[config.mk]
export PLATFORM = sky130hd
export DESIGN_NAME = priority_end_insert_deque_core
export DESIGN_NICKNAME = d
export VERILOG_FILES = /design/src/design/pedq_pkg.sv /design/src/design/pedq_cell.sv /design/src/design/priority_end_insert_deque_core.sv
export SDC_FILE = /design/constraint.sdc
export NUM_CORES = 2
export LEC_CHECK = 0
export BUFFER_PORTS_ARGS = -buffer_cell sky130_fd_sc_hd__buf_2
export CAP_MARGIN = 15
export CORE_MARGIN = 5
export CORE_UTILIZATION = 30
export CTS_BUF_LIST = sky130_fd_sc_hd__clkbuf_4 sky130_fd_sc_hd__clkbuf_8
export DETAILED_ROUTE_END_ITERATION = 7
export PLACE_DENSITY = 0.44
export SYNTH_ARGS = -nofsm -noshare
export SYNTH_HDL_FRONTEND = slang
export SYNTH_SLANG_ARGS = --single-unit
[constraint.sdc]
create_clock -name clk -period 10 [get_ports clk]
set_input_delay 1 -clock clk [delete_from_list [all_inputs] [get_ports clk]]
set_output_delay 1 -clock clk [all_outputs]
set_load 0.01 [all_outputs]
[src/design/pedq_pkg.sv]
`default_nettype none
package pedq_pkg;

    localparam int DEPTH_DEF = 16;
    localparam int OCC_W     = 5;

    typedef enum logic [1:0] {
        OP_INSERT    = 2'd0,
        OP_POP_FRONT = 2'd1,
        OP_POP_REAR  = 2'd2,
        OP_LIST      = 2'd3
    } op_t;

    typedef enum logic [2:0] {
        STS_PUT_FRONT = 3'd0,
        STS_PUT_REAR  = 3'd1,
        STS_REJECT    = 3'd2,
        STS_FULL      = 3'd3,
        STS_POPPED    = 3'd4,
        STS_EMPTY     = 3'd5,
        STS_LISTED    = 3'd6
    } status_t;

    typedef enum logic [0:0] {
        ST_IDLE,
        ST_LIST
    } state_t;

    // What every cell of the row does when it is clocked
    typedef enum logic [2:0] {
        CELL_HOLD,
        CELL_PUSH_FRONT,
        CELL_PUSH_REAR,
        CELL_SHIFT_LEFT,
        CELL_ROTATE
    } cell_op_t;

    typedef struct packed {
        logic [15:0] tag;
        logic [15:0] time_val;
        logic [7:0]  prio;
    } job_t;

    typedef struct packed {
        op_t         op;
        logic [15:0] job_tag;
        logic [15:0] job_time;
        logic [7:0]  job_prio;
    } req_t;

    typedef struct packed {
        status_t          status;
        logic [15:0]      out_tag;
        logic [15:0]      out_time;
        logic [7:0]       out_priority;
        logic             last;
        logic [OCC_W-1:0] occupancy;
    } rsp_t;

endpackage
`default_nettype wire

[src/design/pedq_cell.sv]
`default_nettype none
module pedq_cell
    import pedq_pkg::*;
#(
    parameter int DEPTH = DEPTH_DEF,
    parameter int INDEX = 0
)
(
    input  wire logic                       clk,
    input  wire cell_op_t                   op,
    input  wire logic [$clog2(DEPTH+1)-1:0] count,
    input  wire job_t                       new_job,
    input  wire job_t                       left_job,
    input  wire job_t                       right_job,
    input  wire job_t                       front_job,
    output job_t                            job,
    output job_t                            tail_job
);

    localparam int CNT_W = $clog2(DEPTH+1);
    localparam logic [CNT_W-1:0] IDX    = CNT_W'(INDEX);
    localparam logic [CNT_W-1:0] IDX_P1 = CNT_W'(INDEX + 1);

    job_t job_reg;
    job_t job_next;
    logic is_tail;

    assign is_tail = (count == IDX_P1);

    always_comb
    begin
        job_next = job_reg;
        case (op)
            CELL_HOLD:
            begin
                job_next = job_reg;
            end
            CELL_PUSH_FRONT:
            begin
                job_next = (INDEX == 0) ? new_job : left_job;
            end
            CELL_PUSH_REAR:
            begin
                if (count == IDX)
                begin
                    job_next = new_job;
                end
            end
            CELL_SHIFT_LEFT:
            begin
                job_next = right_job;
            end
            CELL_ROTATE:
            begin
                // the front item wraps round to the rear slot
                if (is_tail)
                begin
                    job_next = front_job;
                end
                else if (IDX_P1 < count)
                begin
                    job_next = right_job;
                end
            end
            default:
            begin
                job_next = job_reg;
            end
        endcase
    end

    always_ff @(posedge clk)
    begin
        job_reg <= job_next;
    end

    assign job      = job_reg;
    assign tail_job = is_tail ? job_reg : '0;

endmodule
`default_nettype wire

[src/design/priority_end_insert_deque_core.sv]
`default_nettype none
// Priority end-insert deque.
// Request channel: req is taken at a rising edge where start is high and busy
// is low. Insert goes to the front if its priority is at least the front
// item's, else to the rear if at most the rear's, else rejected (STS_FULL if full).
// Result channel: rsp is valid for exactly one cycle while strobe is high;
// the receiver cannot stall it, so no result is ever held back.
// The result of insert, pop or an empty list appears in the cycle after the
// request is taken, and busy stays low, so one request per cycle.
// A list of a non-empty deque raises busy while it walks the items; results
// follow one per cycle, the first once the list state has been entered and
// its result registered, the last marked by rsp.last. The next request can
// be taken in the cycle the last list result is shown.
// The items sit in a row of DEPTH cells with the front in cell 0; list
// rotates the occupied cells once round.
// Reset clears the fill count, state and strobe; cell contents are not reset.
module priority_end_insert_deque_core
    import pedq_pkg::*;
#(
    parameter int DEPTH = DEPTH_DEF
)
(
    input  wire logic clk,
    input  wire logic rst_n,
    input  wire logic start,
    input  wire req_t req,
    output logic      busy,
    output logic      strobe,
    output rsp_t      rsp
);

    localparam int CNT_W = $clog2(DEPTH+1);
    localparam logic [CNT_W-1:0] FULL_CNT = CNT_W'(DEPTH);
    localparam logic [CNT_W-1:0] ONE_CNT  = CNT_W'(1);

    state_t           state_reg;
    state_t           state_next;
    logic [CNT_W-1:0] count_reg;
    logic [CNT_W-1:0] count_next;
    logic [CNT_W-1:0] remain_reg;
    logic [CNT_W-1:0] remain_next;
    logic             strobe_reg;
    logic             strobe_next;
    rsp_t             rsp_reg;
    rsp_t             rsp_next;

    cell_op_t cell_op;
    job_t     new_job;
    job_t     cell_job [DEPTH];
    job_t     cell_tail [DEPTH];
    job_t     front_job;
    job_t     tail_job;
    job_t     out_job;
    status_t  sts;
    logic     out_last;
    logic     accept;
    logic [CNT_W+OCC_W-1:0] occ_wide;

    assign new_job = '{tag: req.job_tag, time_val: req.job_time, prio: req.job_prio};
    assign front_job = cell_job[0];

    for (genvar i = 0; i < DEPTH; i++)
    begin : g_cell
        pedq_cell #(
            .DEPTH (DEPTH),
            .INDEX (i)
        ) u_cell (
            .clk       (clk),
            .op        (cell_op),
            .count     (count_reg),
            .new_job   (new_job),
            .left_job  (cell_job[(i == 0) ? 0 : i - 1]),
            .right_job (cell_job[(i == DEPTH - 1) ? i : i + 1]),
            .front_job (front_job),
            .job       (cell_job[i]),
            .tail_job  (cell_tail[i])
        );
    end

    // only the tail cell drives a non-zero value
    always_comb
    begin
        tail_job = '0;
        for (int i = 0; i < DEPTH; i++)
        begin
            tail_job = tail_job | cell_tail[i];
        end
    end

    assign accept = start && (state_reg == ST_IDLE);

    always_comb
    begin
        state_next  = state_reg;
        count_next  = count_reg;
        remain_next = remain_reg;
        strobe_next = 1'b0;
        cell_op     = CELL_HOLD;
        sts         = STS_EMPTY;
        out_job     = '0;
        out_last    = 1'b1;

        case (state_reg)
            ST_IDLE:
            begin
                if (accept)
                begin
                    strobe_next = 1'b1;
                    case (req.op)
                        OP_INSERT:
                        begin
                            if (count_reg == '0)
                            begin
                                cell_op    = CELL_PUSH_REAR;
                                count_next = ONE_CNT;
                                sts        = STS_PUT_FRONT;
                            end
                            else if (count_reg >= FULL_CNT)
                            begin
                                sts = STS_FULL;
                            end
                            else if (req.job_prio >= front_job.prio)
                            begin
                                cell_op    = CELL_PUSH_FRONT;
                                count_next = count_reg + ONE_CNT;
                                sts        = STS_PUT_FRONT;
                            end
                            else if (req.job_prio <= tail_job.prio)
                            begin
                                cell_op    = CELL_PUSH_REAR;
                                count_next = count_reg + ONE_CNT;
                                sts        = STS_PUT_REAR;
                            end
                            else
                            begin
                                sts = STS_REJECT;
                            end
                        end
                        OP_POP_FRONT:
                        begin
                            if (count_reg != '0)
                            begin
                                cell_op    = CELL_SHIFT_LEFT;
                                count_next = count_reg - ONE_CNT;
                                sts        = STS_POPPED;
                                out_job    = front_job;
                            end
                        end
                        OP_POP_REAR:
                        begin
                            if (count_reg != '0)
                            begin
                                count_next = count_reg - ONE_CNT;
                                sts        = STS_POPPED;
                                out_job    = tail_job;
                            end
                        end
                        OP_LIST:
                        begin
                            if (count_reg != '0)
                            begin
                                strobe_next = 1'b0;
                                remain_next = count_reg;
                                state_next  = ST_LIST;
                            end
                        end
                        default:
                        begin
                            sts = STS_EMPTY;
                        end
                    endcase
                end
            end
            ST_LIST:
            begin
                strobe_next = 1'b1;
                cell_op     = CELL_ROTATE;
                sts         = STS_LISTED;
                out_job     = front_job;
                out_last    = (remain_reg == ONE_CNT);
                remain_next = remain_reg - ONE_CNT;
                if (remain_reg == ONE_CNT)
                begin
                    state_next = ST_IDLE;
                end
            end
            default:
            begin
                state_next = ST_IDLE;
            end
        endcase
    end

    assign occ_wide = {{OCC_W{1'b0}}, count_next};

    always_comb
    begin
        rsp_next.status       = sts;
        rsp_next.out_tag      = out_job.tag;
        rsp_next.out_time     = out_job.time_val;
        rsp_next.out_priority = out_job.prio;
        rsp_next.last         = out_last;
        rsp_next.occupancy    = occ_wide[OCC_W-1:0];
    end

    always_ff @(posedge clk or negedge rst_n)
    begin
        if (!rst_n)
        begin
            state_reg  <= ST_IDLE;
            count_reg  <= '0;
            remain_reg <= '0;
            strobe_reg <= 1'b0;
        end
        else
        begin
            state_reg  <= state_next;
            count_reg  <= count_next;
            remain_reg <= remain_next;
            strobe_reg <= strobe_next;
        end
    end

    always_ff @(posedge clk)
    begin
        rsp_reg <= rsp_next;
    end

    assign busy   = (state_reg == ST_LIST);
    assign strobe = strobe_reg;
    assign rsp    = rsp_reg;

`ifndef SYNTHESIS
    a_count_bound: assert property (@(posedge clk) disable iff (!rst_n)
        count_reg <= FULL_CNT)
        else $error("fill count beyond depth");

    a_list_nonempty: assert property (@(posedge clk) disable iff (!rst_n)
        busy |-> (count_reg != '0) && (remain_reg != '0) && (remain_reg <= count_reg))
        else $error("list walk with bad remaining count");

    a_list_end: assert property (@(posedge clk) disable iff (!rst_n)
        (busy && remain_reg == ONE_CNT) |=> strobe && rsp.last && !busy)
        else $error("list did not finish with a last item");

    a_single_result: assert property (@(posedge clk) disable iff (!rst_n)
        (accept && req.op != OP_LIST) |=> strobe && rsp.last && !busy)
        else $error("single-result request gave no last item");

    a_list_mid: assert property (@(posedge clk) disable iff (!rst_n)
        (busy && remain_reg != ONE_CNT) |=> strobe && !rsp.last && busy)
        else $error("list item wrongly marked last");
`endif

endmodule
`default_nettype wire
==> flow_summary.json <==
{
  "synth_top_area_share_pct": 39.3,
  "drv_slew": 0,
  "first_global_vias": 41500,
  "largest_reg_flops": 640,
  "layout.nets": 4947,
  "p_per_area_nw_per_um2": 375,
  "crit_path_end_kind": "flop",
  "wl_per_cell_um": 31.6,
  "p_leak_uw": 0.0226,
  "synth-seq-area-share_pct": 41.9,
  "hold_class": "in2reg",
  "cts_sinks": 701,
  "portBuffers": 95,
  "start_util_pct": 30.1,
  "rr_worst_depth": 18,
  "place_congestion": 0.806,
  "ys_seq_elements": 701,
  "syn_area_um2": 48900,
  "yosys.cell_types.count": 76,
  "fp.dieH_um": 414,
  "insertion_delay_ns": 0.91,
  "io_pins": 96,
  "synth_top_cell_by_area": "edfxtp_1",
  "htree_levels": 4,
  "vdd.ir_drop.worst_uv": 334,
  "fin_crit_ns": 7.79,
  "ys_warn_count": 0,
  "dp_hpwl_um": 123000,
  "power_uw": 20400,
  "r2r_start": "count_reg[1]",
  "crit_path_end": "g_cell[11].u_cell.job[18]",
  "post_cts_buffers": 0,
  "drive_above_1_share_pct": 16.0,
  "setup_viol": 0,
  "cap_viol_max_count": 0,
  "grt_max_degree": 163,
  "max_slew.worst_pin.slew_ns": 1.18,
  "antenna_found_initial": 14,
  "synthFlopType": "edfxtp_1",
  "setup_tns_ns": 0,
  "die_area_um2": 171000,
  "cts_made_buffers": 149,
  "slew_headroom_pct": 21.6,
  "cp.required_ns": 10.59,
  "synth_edf_count": 640,
  "async_flop_share_pct": 1.71,
  "num_rows": 148,
  "syn_inst": 5046,
  "crit_start": "count_reg[1]",
  "grt_pass1_wl_um": 319000,
  "avgSynthCellArea_um2": 9.69,
  "syn_to_final_growth_pct": 11.2,
  "clock-root-buffer": "clkbuf_8",
  "drtIter0Drc": 5428,
  "yosys-top-cells-area": "edfxtp_1 39%, nand2_1 8.0%, mux2_1 7.3%",
  "arrival_ns": 8.38,
  "rsz0062_at_grt": "no",
  "die_x_um": 414,
  "clk_pin_slew_ns": 0.06,
  "ff2ff_setup_slack_ns": 2.21,
  "viasPerCell": 6.11,
  "routed_wl_um": 227000,
  "overflow": 0,
  "critical_path_class": "reg2reg",
  "drc": 0,
  "post-route-period-util_pct": 77.9,
  "fp.coreArea_um2": 162000,
  "startpoint_type": "flop",
  "grt_usage_pct": 25.6,
  "fmax_mhz": 128,
  "dr.pass1.iters": 6,
  "finClkSkew_ns": 0.0370,
  "hold_viol": 0,
  "vias": 43900,
  "r2r_end": "g_cell[11].u_cell.job[18]",
  "cts_buffer_depth": 3,
  "status": "finished clean",
  "crit_path_max_fanout": 35,
  "synth_nets": 5119,
  "postRouteAntennaNets": 0,
  "tritoncts": "yes"
}
==> area by class of cell <==
type | count | area [µm²]
clock buffers | 230 | 2730
repair buffers | 230 | 1650
flip-flops and latches | 701 | 20500
inverters | 129 | 484
multi-input cells | 3663 | 26000
well taps | 2175 | 2720
clock inverters | 43 | 216
diodes | 7 | 17.5
fillers | 16600 | 108000
==> synth_stat cells, types with 17 or more instances <==
cell / number
a221o_1: 179
o41ai_2: 28
a21oi_1: 44
buf_2: 116
clkbuf_1: 368
o21ai_0: 196
a22o_1: 28
dfxtp_1: 49
a211oi_1: 93
buf_4: 20
a22oi_1: 126
nand2_1: 1046
and3_1: 55
o211ai_1: 39
nand4_1: 17
o22ai_1: 44
nand3_1: 350
edfxtp_1: 640
mux2_2: 227
nor2_1: 117
a221oi_1: 71
inv_1: 128
mux2i_1: 175
a222oi_1: 47
and2_1: 51
ha_1: 28
nor3_1: 20
mux2_1: 318
a211o_1: 211
buf_6: 21
nand2b_1: 40
==> worst min-delay path by stage <==
| stage | to | cells after the start | from |
|---|---|---|---|
| after floorplan | rsp[5] | 1 | remain_reg[4] |
| after detailed placement | rsp[5] | 1 | remain_reg[4] |
| after CTS | g_cell[0].u_cell.job[34] | 2 | req[34] |
| final | g_cell[0].u_cell.job[33] | 2 | req[33] |
| after global routing | g_cell[0].u_cell.job[32] | 2 | req[32] |
| after global placement | rsp[5] | 1 | remain_reg[4] |
==> worst max-delay path, cell delays in order, from the launching register on <==
cell      delay (ns)
dfrtp_1         0.58
inv_1           0.35
ha_1            0.50
nand3b_1        0.78
buf_4           0.50
o22ai_1         0.17
a21oi_1         0.07
and3_1          0.20
and3_1          0.19
ha_1            0.31
nand4_1         0.11
nor2_1          0.38
a21oi_4         0.03
buf_4           0.32
nor4b_2         0.85
or2_4           0.80
buf_4           0.61
a221oi_4        0.28
buf_12          0.34
==> cell families after synthesis <==
kind of cell	count (synthesis)	synth area share (%)
xor gates and xnor gates	3	0.0538
muxes	720	16.1
and+or+nand+nor	1734	15.5
DFF	701	41.9
adders and majority gates	28	0.717
buffers and inverters	682	6.04
AOI/OAI and AO/OA	1178	19.6
==> placed cells by master, fill, tap and decap left out, types with 39 or more instances in the layout <==
| cell type | n |
|---|---|
| nand2b_1 | 40 |
| dfxtp_1 | 49 |
| mux2i_1 | 175 |
| nand2_1 | 1037 |
| a222oi_1 | 47 |
| o22ai_1 | 44 |
| mux2_1 | 318 |
| clkbuf_4 | 70 |
| a221oi_1 | 65 |
| a221o_1 | 179 |
| nand3_1 | 347 |
| a211oi_1 | 85 |
| buf_2 | 95 |
| clkbuf_8 | 160 |
| and2_1 | 46 |
| buf_4 | 121 |
| inv_1 | 128 |
| o21ai_0 | 196 |
| nor2_1 | 115 |
| a22oi_1 | 126 |
| edfxtp_1 | 640 |
| a21oi_1 | 42 |
| o211ai_1 | 39 |
| a211o_1 | 210 |
| mux2_2 | 227 |
| and3_1 | 51 |
==> metal layers <==
metal	track usage (%)	share of wire (%)	routed length (µm)	vias up
met5	0	0.0057	13	-
li1	-	-	-	18800
met3	5.25	9.1	20500	471
met4	9.47	3.8	8530	2
met2	38.3	44	98600	2456
met1	36.2	44	98900	22200
==> metrics by stage <==
stage,cells,setup slack [ns],hold slack (ns),utilization [%],area (µm²)
after global routing,7173,2.09,0.386,33.4,54300
final,7178,2.21,0.433,33.5,54300
after detailed placement,6897,2.42,0.524,31.6,51400
after global placement,6897,2.57,0.534,31.6,51400
after floorplan,5046,2.63,0.486,-,48900
after CTS,7171,2.41,0.341,33.4,54300
==> where the power goes <==
part	internal, µW	total [µW]	leakage, µW	switching (µW)
registers	5820	7650	0.00705	1830
clock network	1730	3220	0.00157	1490
logic	3680	9500	0.0140	5820
==> timing repair <==
item | 4_1_cts | 5_1_grt
gates resized for setup | 0 | 0
hold endpoints to repair | 12 | 0
hold buffers | 1 | 0
endpoints found under the setup margin | 0 | 0
No activity file was read; power rests on OpenSTA's default activity.
